--- config.mk ---
export PLATFORM = sky130hd
export DESIGN_NAME = idr_queue
export DESIGN_NICKNAME = d
export VERILOG_FILES = /design/src/sv/idr_pkg.sv /design/src/sv/idr_queue.sv
export SDC_FILE = /design/constraint.sdc
export NUM_CORES = 1
export LEC_CHECK = 0
export BUFFER_PORTS_ARGS = -buffer_cell sky130_fd_sc_hd__buf_2
export CAP_MARGIN = 0
export CORE_MARGIN = 5
export CORE_UTILIZATION = 51
export DETAILED_ROUTE_END_ITERATION = 8
export GPL_TIMING_DRIVEN = 0
export PLACE_DENSITY = 0.75
export SYNTH_ARGS = -nofsm -noshare
export SYNTH_HDL_FRONTEND = slang
export SYNTH_SLANG_ARGS = --single-unit
--- constraint.sdc ---
create_clock -name i_clk -period 1.87 [get_ports i_clk]
set_input_delay 0.374 -clock i_clk [delete_from_list [all_inputs] [get_ports i_clk]]
set_output_delay 0.374 -clock i_clk [all_outputs]
set_load 0.005 [all_outputs]
--- src/sv/idr_pkg.sv ---
// Shared types, constants and helpers of the DPCM residual block.
package idr_pkg;

    localparam int MAX_WIDTH  = 2048;
    localparam int COL_W      = $clog2(MAX_WIDTH);
    localparam int WID_W      = 12;
    localparam int HGT_W      = 16;
    localparam int CNT_W      = (COL_W + 1 > WID_W) ? COL_W + 1 : WID_W;
    localparam int PIX_W      = 8;
    localparam int COEF_W     = 16;
    localparam int RES_W      = 14;
    localparam int DISP_W     = 8;
    localparam int FRAC_W     = 12;
    localparam int PROD_W     = COEF_W + PIX_W + 1;
    localparam int SUM_W      = PROD_W + 2;
    localparam int K_W        = 9;
    localparam int CFG_IDX_W  = 3;
    localparam int CFG_DATA_W = 16;
    localparam int MQ_DEPTH   = 4;
    localparam int MQ_PTR_W   = $clog2(MQ_DEPTH);
    localparam int MQ_CNT_W   = $clog2(MQ_DEPTH + 1);
    localparam int OQ_DEPTH   = 4;
    localparam int OQ_PTR_W   = $clog2(OQ_DEPTH);
    localparam int OQ_CNT_W   = $clog2(OQ_DEPTH + 1);

    localparam logic [CFG_IDX_W-1:0] CFG_MODE   = 3'd0;
    localparam logic [CFG_IDX_W-1:0] CFG_COEF_A = 3'd1;
    localparam logic [CFG_IDX_W-1:0] CFG_COEF_B = 3'd2;
    localparam logic [CFG_IDX_W-1:0] CFG_COEF_C = 3'd3;
    localparam logic [CFG_IDX_W-1:0] CFG_WIDTH  = 3'd4;
    localparam logic [CFG_IDX_W-1:0] CFG_HEIGHT = 3'd5;

    localparam logic signed [COEF_W-1:0] COEF_A_RESET = 16'sd4096;
    localparam logic [WID_W-1:0]         WIDTH_RESET  = 12'd640;
    localparam logic [HGT_W-1:0]         HEIGHT_RESET = 16'd480;

    typedef enum logic [1:0] {
        MODE_LEFT    = 2'd0,
        MODE_UP      = 2'd1,
        MODE_LEFT_UP = 2'd2,
        MODE_PLANE   = 2'd3
    } t_mode;

    typedef struct packed {
        t_mode                    mode;
        logic signed [COEF_W-1:0] coef_a;
        logic signed [COEF_W-1:0] coef_b;
        logic signed [COEF_W-1:0] coef_c;
        logic [WID_W-1:0]         width;
        logic [HGT_W-1:0]         height;
    } t_cfg;

    // One classified pixel with its neighbourhood, handed from front to back.
    typedef struct packed {
        logic [PIX_W-1:0] pixel;
        logic [PIX_W-1:0] left;
        logic [PIX_W-1:0] up;
        logic [PIX_W-1:0] upleft;
        t_mode            mode;
        logic             edge_pix;
        logic             frame_end;
    } t_desc;

    typedef struct packed {
        logic signed [RES_W-1:0] residual;
        logic [DISP_W-1:0]       display_code;
        logic                    edge_pixel;
        logic                    frame_end;
    } t_result;

    // Display offset for each predictor mode.
    function automatic logic [K_W-1:0] k_of_mode(input t_mode mode);
        logic [K_W-1:0] k;
        unique case (mode)
            MODE_LEFT:    k = 9'd128;
            MODE_UP:      k = 9'd128;
            MODE_LEFT_UP: k = 9'd256;
            MODE_PLANE:   k = 9'd384;
        endcase
        return k;
    endfunction

endpackage

--- src/sv/idr_queue.sv ---
// Short descriptor queue between the front end and the arithmetic back end.
module idr_queue
    import idr_pkg::*;
(
    input  logic                i_clk,
    input  logic                i_rst_n,
    input  logic                i_push,
    input  t_desc               i_desc,
    input  logic                i_pop,
    output t_desc               o_desc,
    output logic                o_not_empty,
    output logic [MQ_CNT_W-1:0] o_count
);

    t_desc                r_entry [MQ_DEPTH];
    logic [MQ_PTR_W-1:0]  r_wr_ptr;
    logic [MQ_PTR_W-1:0]  r_rd_ptr;
    logic [MQ_CNT_W-1:0]  r_count;

    always_ff @(posedge i_clk) begin
        if (!i_rst_n) begin
            r_wr_ptr <= '0;
            r_rd_ptr <= '0;
            r_count  <= '0;
        end else begin
            if (i_push) begin
                r_wr_ptr <= r_wr_ptr + MQ_PTR_W'(1);
            end
            if (i_pop) begin
                r_rd_ptr <= r_rd_ptr + MQ_PTR_W'(1);
            end
            r_count <= r_count + MQ_CNT_W'(i_push) - MQ_CNT_W'(i_pop);
        end
    end

    always_ff @(posedge i_clk) begin
        if (i_push) begin
            r_entry[r_wr_ptr] <= i_desc;
        end
    end

    assign o_desc      = r_entry[r_rd_ptr];
    assign o_not_empty = (r_count != '0);
    assign o_count     = r_count;

endmodule

; ---- Word-level counts from Yosys, hierarchy flattened
; Memories as Yosys holds them, arrays and structs flattened. A register that Yosys moved wholly into a read port is not among the register bits.
; Index checks and enable logic that the tools add are counted.
[op_classes]
add_sub_neg = 4
multipliers = 0
n_div = 0
order_cmp = 0
n_eq_ne = 0
n_shift = 0
mux = 4
bitwise = 0
reduce_logical = 1
[ops]
columns = operator, n
row1 = $add A2 B1 Y2 const B, 2
row2 = $mux W2, 2
row3 = $add A3 B1 Y3, 1
row4 = $reduce_bool A3 Y1, 1
row5 = $sub A3 B1 Y3, 1
row6 = $mux W1, 2
[totals]
regBits = 7
latchBits = 0
mem_bits_rw = 144
romBits = 0
output_inout_bits = 40
mem_count = 1
[mem_list]
columns = memory, depth, width, rd, rd_clocked_by_memory_dff, wr, line_no
row1 = r_entry, 4, 36, 1, 1, 1, idr_queue.sv:15  ; t_desc r_entry [MQ_DEPTH];

; ---- Longest topological paths before layout
[depth]
word_depth = 3
mapped_depth = 7
ltp_nobuf = 7

; ---- Worst setup path after synthesis
; No wires, ideal clock.
[synth_timing]
path_type = reg-to-reg
startpoint = register r_wr_ptr[0]
endpoint = memory r_entry[2][0] in the netlist's numbering, enable pin
t_arrival_ns = 1.421
t_required_ns = 1.473
slack_ns = 0.052
path_stages_with_launch = 4
n_path_buf = 0
period_less_slack_ns = 1.818
cell_sequence = dfxtp_1 -> inv_1 -> ha_1 -> and2_1
[synth_rtl]
columns = element, line_no
row1 = start: declaration, idr_queue.sv:16  ; logic [MQ_PTR_W-1:0] r_wr_ptr;
row2 = start signal: assignment, idr_queue.sv:27  ; r_wr_ptr <= r_wr_ptr + MQ_PTR_W'(1);
row3 = end: declaration, idr_queue.sv:15
; No word-level cell before the write port.

==> impl_metrics.py <==
metrics = {
    "outcome": {
        "status": "finished, violations left",
        "violations": "setup timing",
    },
    "finish": {
        "antenna_cells": 0,
        "final_cell_area_mm2": 0.00707,
        "utilization": 0.649,
        "stdcell_count": 492,
        "final_nets": 387,
        "area_growth_syn_to_layout_pct": 24.3,
        "fill_cells": 731,
        "drive_gt1_frac": 0.480,
    },
    "synth": {
        "syn-num-nets": 277,
        "synth_warnings": 0,
        "syn_inst": 230,
        "yosys-top-cells-area": "edfxtp_1, mux4_2, dfxtp_1",
        "yosysSeqAreaShare": 0.792,
        "synth.cell_area_mm2": 0.00569,
        "async_flop_share": 0,
        "ys_top_cells_by_count": "edfxtp_1, mux4_2, dfxtp_1",
        "synth_most_common_cell": "edfxtp_1",
        "synth_top_area_frac": 0.760,
        "yosys_most_used_dff": "edfxtp_1",
        "synth_edf_count": 144,
        "syn_avg_cell_area_um2": 24.7,
        "ys_types": 20,
        "yosysTopAreaCell": "edfxtp_1",
        "ys_seq_elements": 153,
    },
    "job": {
        "maxCapViolations": 0,
    },
    "worst_setup_path": {
        "cp_cell_sequence": "buf_12, buf_12, mux4_2, buf_2",
        "worstSetupEndpointType": "output pin",
        "cp_max_fo": 8,
        "crit_required_ns": 1.50,
        "worstSetupStartpointType": "flip-flop",
        "cp_common_cell": "buf_12",
        "crit_slowest_cell": "mux4_2",
        "worstSetupPathType": "flip-flop to output pin",
        "cp.arrival_ns": 1.86,
        "cpPeakStageDelay_ns": 0.52,
    },
    "placed_design": {
        "routabilityCongestion": 0.652,
        "dpl.hpwl_mm": 6.13,
        "placed_cells": 453,
        "numPortBuffers": 79,
        "dpl_cell_area_mm2": 0.00636,
    },
    "floorplanning": {
        "die_x_um": 116,
        "rows": 38,
        "core_area_mm2": 0.0109,
        "die_h_um": 116,
        "start_util": 0.522,
        "boundaryPins": 80,
        "fp.dieArea_mm2": 0.0134,
    },
    "pwr": {
        "leakage_nw": 2.47,
        "ir_drop_uv": 644,
        "power.density_mw_per_mm2": 1130,
        "finalPower_mw": 7.99,
    },
    "clock_network": {
        "cts_hold_buffers": 0,
        "cts_max_level": 4,
        "worst_skew_pair.late_latency_ns": 0.52,
        "clk_pin_slew_worst_paths_ns": 0.06,
        "clockBufferDepth": 2,
        "clock-sinks": 153,
        "tritoncts": "built",
        "root_buffer": "clkbuf_8",
        "cts_made_buffers": 17,
    },
    "global_route": {
        "grt_pass1_wl_mm": 15.6,
        "grt_pass1_vias": 2897,
        "grt_start_max_net_pins": 31,
        "antenna_found_initial": 0,
        "grt_usage": 0.163,
        "grt-ovfl-total": 0,
    },
    "routing": {
        "drtIter0Drc": 129,
        "avgViaCountPerCell": 5.33,
        "ant_nets": 0,
        "remaining_drc_errors": 0,
        "wirelength_mm": 10.0,
        "dr.pass1.iters": 4,
        "route.vias.total": 2622,
        "wire_per_inst_um": 20.4,
    },
    "timing": {
        "worst_pin_slew_ns": 0.563,
        "finalClockSkew_ns": 0.00916,
        "tns_ns": -11.47,
        "slew_viol_final": 0,
        "rsz0062_at_grt": "yes",
        "finalHoldViolCount": 0,
        "slew-limit-headroom": 0.625,
        "setup_viol": 36,
        "min_period_over_period": 1.19,
        "fmax_ghz": 0.448,
        "setup_ws_ns": -0.362,
        "period_minus_slack_ns": 2.23,
    },
    "hold_path": {
        "hold_path.class": "primary input to flip-flop",
    },
}
==> state kept, by name (all words and copies together), names as in the netlist, named ones only <==
register and count:
r_entry 144, o_count 3, r_rd_ptr 2, r_wr_ptr 2
==> layout by cell type, fill, tap and decap left out, drive strengths merged <==
cell type and n:
bufinv 2, dfxtp 9, a21oi 1, clkinvlp 4
xnor2 2, edfxtp 144, clkbuf 21, or3 1
ha 6, nand3b 1, mux2i 1, a21bo 1
mux4 36, clkinv 6, nor2 5, buf 96
xor3 1, inv 8, fa 1, and2 6
==> area by class of cell <==
cell class	instances	area (um2)	share of cell area
Sequential cell	153	4510	0.638
Tap cell	140	175	0.0248
Clock buffer	18	418	0.0591
Inverter	7	26.3	0.00372
Timing Repair Buffer	91	646	0.0913
Buffer	8	118	0.0166
Clock inverter	13	130	0.0184
Multi-Input combinational cell	62	1050	0.148
==> where the power goes <==
group	leakage [nW]	switching, mW	internal, mW
Combinational	0.819	0.377	0.491
Clock	0.258	1.26	1.88
Sequential	1.40	0.0541	3.94
==> per-stage QoR <==
stage                     setup WS [ns]  hold WS [ns]
final                            -0.362        0.0696
after global routing             -0.434        0.0291
after CTS                        -0.388        0.0470
after detailed placement         0.0766         0.556
after global placement           -0.605         0.515
after floorplan                  0.0522         0.473
==> kinds of logic after synthesis <==
family          after synthesis  share of synthesized area
compound gates                2                    0.00264
xor+xnor                      3                    0.00726
fa+ha+maj                     7                     0.0167
buf+inv                      15                     0.0207
flops                       153                      0.792
mux                          37                      0.148
simple gates                 13                     0.0123
==> final timing paths <==
kind              slack, ns  cells after the start                      from                        to
setup reg to reg       0.24                      4  r_wr_ptr[0]$_SDFFE_PN0P_  r_entry[0][26]$_DFFE_PP_
hold reg to reg        0.56                      2  r_wr_ptr[0]$_SDFFE_PN0P_  r_wr_ptr[0]$_SDFFE_PN0P_
setup / recovery      -0.36                      4                 flip-flop                o_desc[29]
hold / removal         0.07                      1                 i_desc[4]   r_entry[0][4]$_DFFE_PP_
==> critical path: cells and delay by family, from the launching register on <==
kind / cells / cell delay, ns
multiplexers: 1 / 0.52
buffers and inverters: 3 / 0.45
flip-flops: 1 / 0.36
==> routing by layer <==
metal,GRT usage,wire length [um],vias up
li1,-,-,1174
met4,0.0509,33,0
met2,0.284,5500,83
met5,0,0,-
met1,0.186,3820,1361
met3,0.0648,659,4
==> repair_timing <==
| action | CTS | global route |
|---|---|---|
| setup endpoints to repair | 36 | 36 |
| gates resized for setup | 15 | 12 |
| cloned | 2 | 2 |
| setup buffers | 3 | 1 |
(Power assumes the default switching activity.)
