## src/sv/idr_pkg.sv

```systemverilog
// Shared types, constants and helpers of the DPCM residual block.
package idr_pkg;

    localparam int MAX_WIDTH  = 2048;
    localparam int COL_W      = $clog2(MAX_WIDTH);
    localparam int WID_W      = 12;
    localparam int HGT_W      = 16;
    localparam int CNT_W      = (COL_W + 1 > WID_W) ? COL_W + 1 : WID_W;
    localparam int PIX_W      = 8;
    localparam int COEF_W     = 16;
    localparam int RES_W      = 14;
    localparam int DISP_W     = 8;
    localparam int FRAC_W     = 12;
    localparam int PROD_W     = COEF_W + PIX_W + 1;
    localparam int SUM_W      = PROD_W + 2;
    localparam int K_W        = 9;
    localparam int CFG_IDX_W  = 3;
    localparam int CFG_DATA_W = 16;
    localparam int MQ_DEPTH   = 4;
    localparam int MQ_PTR_W   = $clog2(MQ_DEPTH);
    localparam int MQ_CNT_W   = $clog2(MQ_DEPTH + 1);
    localparam int OQ_DEPTH   = 4;
    localparam int OQ_PTR_W   = $clog2(OQ_DEPTH);
    localparam int OQ_CNT_W   = $clog2(OQ_DEPTH + 1);

    localparam logic [CFG_IDX_W-1:0] CFG_MODE   = 3'd0;
    localparam logic [CFG_IDX_W-1:0] CFG_COEF_A = 3'd1;
    localparam logic [CFG_IDX_W-1:0] CFG_COEF_B = 3'd2;
    localparam logic [CFG_IDX_W-1:0] CFG_COEF_C = 3'd3;
    localparam logic [CFG_IDX_W-1:0] CFG_WIDTH  = 3'd4;
    localparam logic [CFG_IDX_W-1:0] CFG_HEIGHT = 3'd5;

    localparam logic signed [COEF_W-1:0] COEF_A_RESET = 16'sd4096;
    localparam logic [WID_W-1:0]         WIDTH_RESET  = 12'd640;
    localparam logic [HGT_W-1:0]         HEIGHT_RESET = 16'd480;

    typedef enum logic [1:0] {
        MODE_LEFT    = 2'd0,
        MODE_UP      = 2'd1,
        MODE_LEFT_UP = 2'd2,
        MODE_PLANE   = 2'd3
    } t_mode;

    typedef struct packed {
        t_mode                    mode;
        logic signed [COEF_W-1:0] coef_a;
        logic signed [COEF_W-1:0] coef_b;
        logic signed [COEF_W-1:0] coef_c;
        logic [WID_W-1:0]         width;
        logic [HGT_W-1:0]         height;
    } t_cfg;

    // One classified pixel with its neighbourhood, handed from front to back.
    typedef struct packed {
        logic [PIX_W-1:0] pixel;
        logic [PIX_W-1:0] left;
        logic [PIX_W-1:0] up;
        logic [PIX_W-1:0] upleft;
        t_mode            mode;
        logic             edge_pix;
        logic             frame_end;
    } t_desc;

    typedef struct packed {
        logic signed [RES_W-1:0] residual;
        logic [DISP_W-1:0]       display_code;
        logic                    edge_pixel;
        logic                    frame_end;
    } t_result;

    // Display offset for each predictor mode.
    function automatic logic [K_W-1:0] k_of_mode(input t_mode mode);
        logic [K_W-1:0] k;
        unique case (mode)
            MODE_LEFT:    k = 9'd128;
            MODE_UP:      k = 9'd128;
            MODE_LEFT_UP: k = 9'd256;
            MODE_PLANE:   k = 9'd384;
        endcase
        return k;
    endfunction

endpackage

```

## src/sv/idr_back.sv

```systemverilog
// Back end: weighted prediction, residual and display code, with the result queue.
module idr_back
    import idr_pkg::*;
(
    input  logic    i_clk,
    input  logic    i_rst_n,
    input  t_cfg    i_cfg,
    input  logic    i_desc_valid,
    input  t_desc   i_desc,
    output logic    o_desc_pop,
    input  logic    i_pop,
    output logic    o_empty,
    output t_result o_result
);

    logic                     r_b1_valid;
    logic signed [PROD_W-1:0] r_prod_a;
    logic signed [PROD_W-1:0] r_prod_b;
    logic signed [PROD_W-1:0] r_prod_c;
    logic [PIX_W-1:0]         r_b1_pixel;
    t_mode                    r_b1_mode;
    logic                     r_b1_edge;
    logic                     r_b1_fend;

    logic                     r_b2_valid;
    logic signed [SUM_W-1:0]  r_sum;
    logic [PIX_W-1:0]         r_b2_pixel;
    t_mode                    r_b2_mode;
    logic                     r_b2_edge;
    logic                     r_b2_fend;

    t_result                  r_oq [OQ_DEPTH];
    logic [OQ_PTR_W-1:0]      r_oq_wr;
    logic [OQ_PTR_W-1:0]      r_oq_rd;
    logic [OQ_CNT_W-1:0]      r_oq_count;

    logic signed [PIX_W:0]    op_a;
    logic signed [PIX_W:0]    op_b;
    logic signed [PIX_W:0]    op_c;
    logic [OQ_CNT_W+1:0]      in_flight;
    logic                     take;
    logic                     oq_pop;
    logic signed [SUM_W-1:0]  sum_sh;
    logic signed [SUM_W-1:0]  quotient;
    logic                     round_up;
    logic signed [RES_W:0]    err;
    logic signed [RES_W:0]    k_ext;
    logic signed [RES_W:0]    diff;
    logic signed [RES_W:0]    half;
    logic signed [RES_W:0]    disp_full;
    t_result                  result;

    // Items are only taken when the result queue has room for everything in flight.
    always_comb begin
        in_flight = (OQ_CNT_W+2)'(r_oq_count) + (OQ_CNT_W+2)'(r_b1_valid)
                  + (OQ_CNT_W+2)'(r_b2_valid);
        take      = i_desc_valid && (in_flight < (OQ_CNT_W+2)'(OQ_DEPTH));
        oq_pop    = i_pop && (r_oq_count != '0);
    end

    assign o_desc_pop = take;

    // Unused terms get a zero operand; pixels are zero-extended so the products stay signed.
    always_comb begin
        op_a = $signed({1'b0, (i_desc.mode == MODE_UP) ? i_desc.up : i_desc.left});
        op_b = (i_desc.mode == MODE_LEFT_UP || i_desc.mode == MODE_PLANE)
             ? $signed({1'b0, i_desc.up}) : '0;
        op_c = (i_desc.mode == MODE_PLANE) ? $signed({1'b0, i_desc.upleft}) : '0;
    end

    always_ff @(posedge i_clk) begin
        if (take) begin
            r_prod_a   <= i_cfg.coef_a * op_a;
            r_prod_b   <= i_cfg.coef_b * op_b;
            r_prod_c   <= i_cfg.coef_c * op_c;
            r_b1_pixel <= i_desc.pixel;
            r_b1_mode  <= i_desc.mode;
            r_b1_edge  <= i_desc.edge_pix;
            r_b1_fend  <= i_desc.frame_end;
        end
        if (r_b1_valid) begin
            r_sum      <= r_prod_a + r_prod_b + r_prod_c;
            r_b2_pixel <= r_b1_pixel;
            r_b2_mode  <= r_b1_mode;
            r_b2_edge  <= r_b1_edge;
            r_b2_fend  <= r_b1_fend;
        end
        if (r_b2_valid) begin
            r_oq[r_oq_wr] <= result;
        end
    end

    // Division by 4096 truncates toward zero, so negative sums with a fraction round up.
    always_comb begin
        sum_sh    = r_sum >>> FRAC_W;
        round_up  = r_sum[SUM_W-1] && (r_sum[FRAC_W-1:0] != '0);
        quotient  = sum_sh + $signed({{(SUM_W-1){1'b0}}, round_up});
        err       = r_b2_edge ? '0
                  : $signed({{(RES_W+1-PIX_W){1'b0}}, r_b2_pixel}) - $signed(quotient[RES_W:0]);
        k_ext     = $signed({{(RES_W+1-K_W){1'b0}}, k_of_mode(r_b2_mode)});
        diff      = err - k_ext;
        half      = (diff + $signed({{RES_W{1'b0}}, diff[RES_W]})) >>> 1;
        disp_full = half + k_ext;

        result.residual     = err[RES_W-1:0];
        result.display_code = disp_full[DISP_W-1:0];
        result.edge_pixel   = r_b2_edge;
        result.frame_end    = r_b2_fend;
    end

    always_ff @(posedge i_clk) begin
        if (!i_rst_n) begin
            r_b1_valid <= 1'b0;
            r_b2_valid <= 1'b0;
            r_oq_wr    <= '0;
            r_oq_rd    <= '0;
            r_oq_count <= '0;
        end else begin
            r_b1_valid <= take;
            r_b2_valid <= r_b1_valid;
            if (r_b2_valid) begin
                r_oq_wr <= r_oq_wr + OQ_PTR_W'(1);
            end
            if (oq_pop) begin
                r_oq_rd <= r_oq_rd + OQ_PTR_W'(1);
            end
            r_oq_count <= r_oq_count + OQ_CNT_W'(r_b2_valid) - OQ_CNT_W'(oq_pop);
        end
    end

    assign o_empty  = (r_oq_count == '0);
    assign o_result = r_oq[r_oq_rd];

endmodule

```

## config.mk

```make
export PLATFORM = sky130hd
export DESIGN_NAME = idr_back
export DESIGN_NICKNAME = d
export VERILOG_FILES = /design/src/sv/idr_pkg.sv /design/src/sv/idr_back.sv
export SDC_FILE = /design/constraint.sdc
export NUM_CORES = 1
export LEC_CHECK = 0
export ABC_AREA = 1
export BUFFER_PORTS_ARGS = -buffer_cell sky130_fd_sc_hd__buf_2
export CORE_MARGIN = 4
export CORE_UTILIZATION = 49
export CTS_CLUSTER_DIAMETER = 40
export CTS_CLUSTER_SIZE = 30
export DETAILED_ROUTE_END_ITERATION = 8
export PLACE_DENSITY = 0.64
export SLEW_MARGIN = 20
export SYNTH_ARGS = -nofsm -noshare
export SYNTH_HDL_FRONTEND = slang
export SYNTH_SLANG_ARGS = --single-unit
```

## constraint.sdc

```tcl
create_clock -name i_clk -period 7.3 [get_ports i_clk]
set_input_delay 0 -clock i_clk [delete_from_list [all_inputs] [get_ports i_clk]]
set_output_delay 0 -clock i_clk [all_outputs]
set_load 0.1 [all_outputs]
```

### Yosys cells after proc, flatten, opt, wreduce, memory -nomap -nowiden

Memory sizes are Yosys's and may differ from the RTL's. A register that Yosys moved wholly into a read port is not among the register bits.
Index checks and enable logic that the tools add are counted.
Widths: inputs -> output; s select.

| storage, ports and cells | value |
|---|---|
| bits in registers | 135 |
| latch bits | 0 |
| RAM bits | 96 |
| ROM bits | 0 |
| bits of input ports | 118 |
| output and inout bits | 26 |
| logic and storage cells | 59 |
| memories kept | 1 |

Memory list:

| memory | words | width | read ports | clocked after Yosys merged registers in | wr ports | line | RTL |
|---|---|---|---|---|---|---|---|
| r_oq | 4 | 24 | 1 | 1 | 1 | idr_back.sv:32 | `t_result r_oq [OQ_DEPTH];` |

| cells by class | value |
|---|---|
| $add $sub $neg | 13 |
| multipliers | 3 |
| divide/modulo/power cells | 0 |
| $lt $le $gt $ge | 1 |
| equal/unequal tests | 6 |
| shift-type cells | 0 |
| multiplexer cells | 9 |
| bitwise gates (word level) | 0 |
| reductions and logical operators | 9 |

Operators with widths:

| operator | count |
|---|---|
| $mul 16x9->25 | 3 |
| $add 26x25->27 | 1 |
| $pmux 9 s3 | 1 |
| $add 25x25->26 | 1 |
| $mux 8 | 3 |
| $add 15x2->15 | 1 |
| $mux 15 | 1 |
| $sub 15x10->15 | 1 |
| $sub 8x15->15 | 1 |
| $reduce_bool 12->1 | 1 |
| $add 9x2->9 | 1 |
| $add 8x8->8 | 1 |
| $eq 2x2->1 const B | 4 |
| $add 4x1->5 | 1 |
| $lt 5x3->1 const B | 1 |
| $add 2x1->2 const B | 2 |
| $add 3x1->4 | 1 |
| $eq 2x1->1 const B | 2 |
| $mux 2 | 2 |
| $add 3x1->3 | 1 |
| $logic_and 1x1->1 | 3 |
| $logic_not 3->1 | 1 |
| $reduce_bool 3->1 | 1 |
| $sub 3x1->3 | 1 |
| 4 further kinds | 5 |

### Logic depth before layout (Yosys ltp)

| depth | value |
|---|---|
| depth in word-level cells | 8 |
| gate-level depth with buffers | 29 |
| mapped depth without buffers | 29 |

### Worst setup path before layout

No wires, ideal clock.

| path | value |
|---|---|
| path type | input to register |
| start point | input i_desc[3] in the netlist's numbering |
| end point | register r_prod_c[18], data pin |
| arrival time | 4.574 ns |
| data required time | 7.038 ns |
| setup slack | 2.464 ns |
| stages on the path | 22 |
| cell sequence | clkbuf_1 -> nand2_1 -> clkinv_1 -> nand2_1 -> inv_1 -> clkbuf_1 -> nand2_1 -> fa_1 -> inv_1 -> fa_1 -> inv_1 -> fa_1 -> inv_1 -> fa_1 -> ha_1 -> a21oi_1 -> nand3_1 -> a31oi_1 -> o21ai_2 -> a21boi_1 -> o21ai_1 -> xor2_1 |

| on the way | value |
|---|---|
| word-level cells in the longest chain between the ends | 3 |

RTL lines:

| item | line | RTL |
|---|---|---|
| start, declared | idr_back.sv:9 | `input t_desc i_desc,` |
| $eq 2x2->1 | idr_back.sv:68 | `op_c = (i_desc.mode == MODE_PLANE) ? $signed({1'b0, i_desc.upleft}) : '0;` |
| $mux 8 | idr_back.sv:68 |  |
| $mul 16x9->25 | idr_back.sv:75 | `r_prod_c <= i_cfg.coef_c * op_c;` |
| end signal, assigned | idr_back.sv:75 |  |
| end, declared | idr_back.sv:19 | `logic signed [PROD_W-1:0] r_prod_c;` |

No other way between the ends.
A chain may end at the register's enable or synchronous reset.

### Final worst setup path

| path | value |
|---|---|
| start point | input i_desc[3] in the netlist's numbering |
| end point | register r_prod_a[14], data pin |

| on the way | value |
|---|---|
| word-level cells in the longest chain between the ends | 3 |

RTL lines:

| item | line | RTL |
|---|---|---|
| $eq 2x1->1 | idr_back.sv:65 | `op_a = $signed({1'b0, (i_desc.mode == MODE_UP) ? i_desc.up : i_desc.left});` |
| $mux 8 | idr_back.sv:65 |  |
| $mul 16x9->25 | idr_back.sv:73 | `r_prod_a <= i_cfg.coef_a * op_a;` |
| end signal, assigned | idr_back.sv:73 |  |
| end, declared | idr_back.sv:17 | `logic signed [PROD_W-1:0] r_prod_a;` |

No other way between the ends.

==> results.md <==
- FP Rows: 81
- Met3 Use GR: 1.62%
- RSZ-0062 raised after global routing: no
- WL/cell: about 16 um
- Reg2reg setup slack: between 2 and 2.5 ns
- N_diodes: 0
- Synth Area in XOR/XNOR: under 10%
- Yosys cell types: 49
- Met1 usage: 28.1%
- Synth Area in Simple Gates: a little over an eighth
- Fmax: 168 MHz
- Status: finished, final reports clean
- Worst setup EP type: register
- Drt drc: 0
- Mapped Area: between 20000 and 25000 um2
- # nets final: about 3400
- Core area: 49200 um2
- CTS root buf: clkbuf_16
- Placed wire-length estimate: roughly 45000 um
- Worst slack at placement: around 1.3 ns
- Die ar.: ~54000 um2
- Tot Pwr: ~11 mW
- Leakage: between 10 and 15 nW
- Max IR drop VDD: about 0.26 mV
- CP arrival: between 6 and 7 ns
- Pwr per Cell Area: roughly 410 nW/um2
- Synth Instances: about 2600
- Total gr overflow: 0
- Syn. warnings: 0
- GR Util met2: a little over a third
- Area growth from synthesis to layout: 10.5%
- First-pass GRT wire length: 89900 um
- Gr usage total: between 20% and 30%
- Clock Path Buffers: 3
- Worst min path class: primary input to register
- Slew Limit Fails: 0
- CTS tree: yes
- Final instance area: roughly 27000 um2
- WP data required: 7.53 ns
- Worst hold margin: ~0.068 ns
- # IOs: ~140
- Share of layout cells above drive strength 1: 7.80%
- Crit path max fanout: 13
- Chip width: 232 um
- CP Class: primary input to register
- Synth Area per Inst: 9.32 um2
- Post-Syn Nets: ~3300
- Max-slew headroom: between 20% and 30%
- Worst-path clk slew: about 0.050 ns
- Cell count after placement: 3373
- Worst setup margin: 1.34 ns
- Post-synth EDFFs: roughly 220
- RePlAce Congestion: 0.873
- Vias per cell: slightly above 5
- Final Hold Viols: 0
- H-tree depth: 2
- Mux contribution to synthesized area: 0%
- Final Non-Filler Cells: 3447
- Setup violations, final: 0
- Final wirelength: approximately 54000 um
- Most used DFF post-synth: edfxtp_1
- Clock Sinks: ~230
- Gr busiest metal: met2
- CTS Buf Count: 34
- Clock skew: approximately 0.015 ns
- # hold bufs at CTS: 16
- CTS resizes: 0
- Largest net degree at the start of global routing: 77
- TNS Setup: 0 ns
- Top post-synthesis cells by area: fa_1 (27%), edfxtp_1 (27%), ha_1 (11%)
- Vias in the first global route: between 15000 and 20000
- Fin crit period: slightly below 6 ns
- Iteration-0 DRC Markers: roughly 740
- Compound-Gate Fraction of Synth Area: between 6 and 7%
- Largest family of logic cells by synthesized area: adder cells
- Share of the synthesized area in the top cell type: between 20% and 30%
- Post-CTS Repair Setup Buffers: 0
- DRT antenna net count: 0
- Routed vias: between 15000 and 20000
- Worst Tran Pin Value: 1.06 ns
- Worst skew pair latency: 0.49 ns
- Drt pass-1 iters: 5
- Starting density of the core: approximately half
- IO buf count: between 100 and 150
- Initial antenna violation count: 0
- Seq/Total Area, Yosys: 28.1%
- Asr flop ratio synth: 0%
- Synth area leader: fa_1
- Post-Synth Adder-Cell Area: about 38%
- Synth Register Bits: 233
- Final Cycle Share: 81.7%
- Overall die height: between 200 and 250 um
- MaxCap Viol Count: 0
- Post-layout util: between 50% and 60%
- Placed Area: roughly 26000 um2
- Startpoint types: primary input
cell type report:
cell class                      count  area, um2
Fill cell                        4450      22100
Multi-Input combinational cell   1747      15200
Sequential cell                   233       6890
Inverter                          611       2290
Clock buffer                       38        887
Tap cell                          664        831
Timing Repair Buffer              134        763
Clock inverter                     20        244
cell usage in the layout, fill, tap and decap left out, drive strengths merged, types with 3 or more instances in the layout:
cell	synthesis	routed
clkbuf	36	38
edfxtp	222	222
o211a	3	3
ha	206	206
and2	6	6
nor4	5	5
nand4	10	10
xnor2	47	47
xor2	58	58
a21oi	110	110
fa	335	335
o21a	9	9
dfxtp	11	11
a21boi	5	5
o21bai	9	9
a31oi	10	10
nor3	19	19
dlygate4sd3	0	16
or2	8	8
o22ai	24	24
o21ai	106	106
nand2	342	342
a21o	9	9
inv	610	612
buf	3	118
nand3	46	46
nor2	367	367
clkinv	1	12
bufinv	0	5
synth_stat cells, types with 5 or more instances:
library cell,n
o22ai_1,24
nand3_1,42
xnor2_1,47
xor2_1,58
nand4_1,10
o21ai_2,5
nand2_1,334
edfxtp_1,222
nand2_2,8
nor3_1,15
and2_1,6
o21ai_1,12
nor2_2,5
a31oi_1,10
nor2_1,360
dfxtp_1,11
inv_2,6
ha_1,206
fa_1,335
a21oi_1,107
inv_1,604
o21bai_1,9
clkbuf_1,36
o21a_1,9
a21o_1,9
o21ai_0,89
sequential cells by signal, summed over array words and instances (netlist names), 2 cells and up, named ones only:
name / flops
r_b2_mode: 2
r_prod_c: 25
r_oq_rd: 2
r_b1_pixel: 8
r_sum: 27
r_oq_count: 3
r_b2_pixel: 8
r_b1_mode: 2
r_prod_a: 25
r_prod_b: 25
r_oq: 96
r_oq_wr: 2
logic make-up (layout without fill, tap and decap cells):
logic type | after synthesis | count (layout)
buffers and inverters | 650 | 803
xor gates and xnor gates | 105 | 105
and+or+nand+nor | 806 | 806
AOI/OAI and AO/OA | 295 | 295
adders and majority gates | 541 | 541
DFF | 233 | 233
worst max-delay path: stages:
cell and delay (ns):
dlygate4sd3_1 0.53, buf_2 0.21, nor2_2 0.30, inv_1 0.19, o21ai_1 0.69, inv_1 0.46
nand2_1 0.21, fa_1 0.41, inv_1 0.07, ha_1 0.23, ha_1 0.28, inv_1 0.04
fa_1 0.44, inv_1 0.08, ha_1 0.27, inv_1 0.10, fa_1 0.45, inv_1 0.08
nand2_1 0.05, o21a_1 0.20, o21ai_0 0.18, a21oi_1 0.12, o21ai_0 0.29, nand3_1 0.12
nand2_1 0.09, xor2_1 0.07
metal layers:
metal	wire (um)	up-vias	part of all wire, %
li1	-	8447	-
met3	1680	53	3.1
met5	0	-	0
met4	1050	0	2.0
met2	27000	300	50
met1	23800	8554	44
worst paths after layout:
path,from,endpoint,cells past startpoint
worst max register to register,r_sum[3]$_DFFE_PP_,r_oq[3][7]$_DFFE_PP_,24
worst min-delay path,i_cfg[28],r_prod_c[0]$_DFFE_PP_,3
worst max-delay path,i_desc[3],r_prod_a[14]$_DFFE_PP_,26
worst min register to register,r_b1_pixel[5]$_DFFE_PP_,r_b2_pixel[5]$_DFFE_PP_,0
report_power, final:
group          switching, mW  internal [mW]  leakage, nW
Sequential             0.209           2.29         2.18
Clock                  0.565           1.05        0.553
Combinational           4.47           2.43         10.6
No activity file was read; power rests on OpenSTA's default activity.
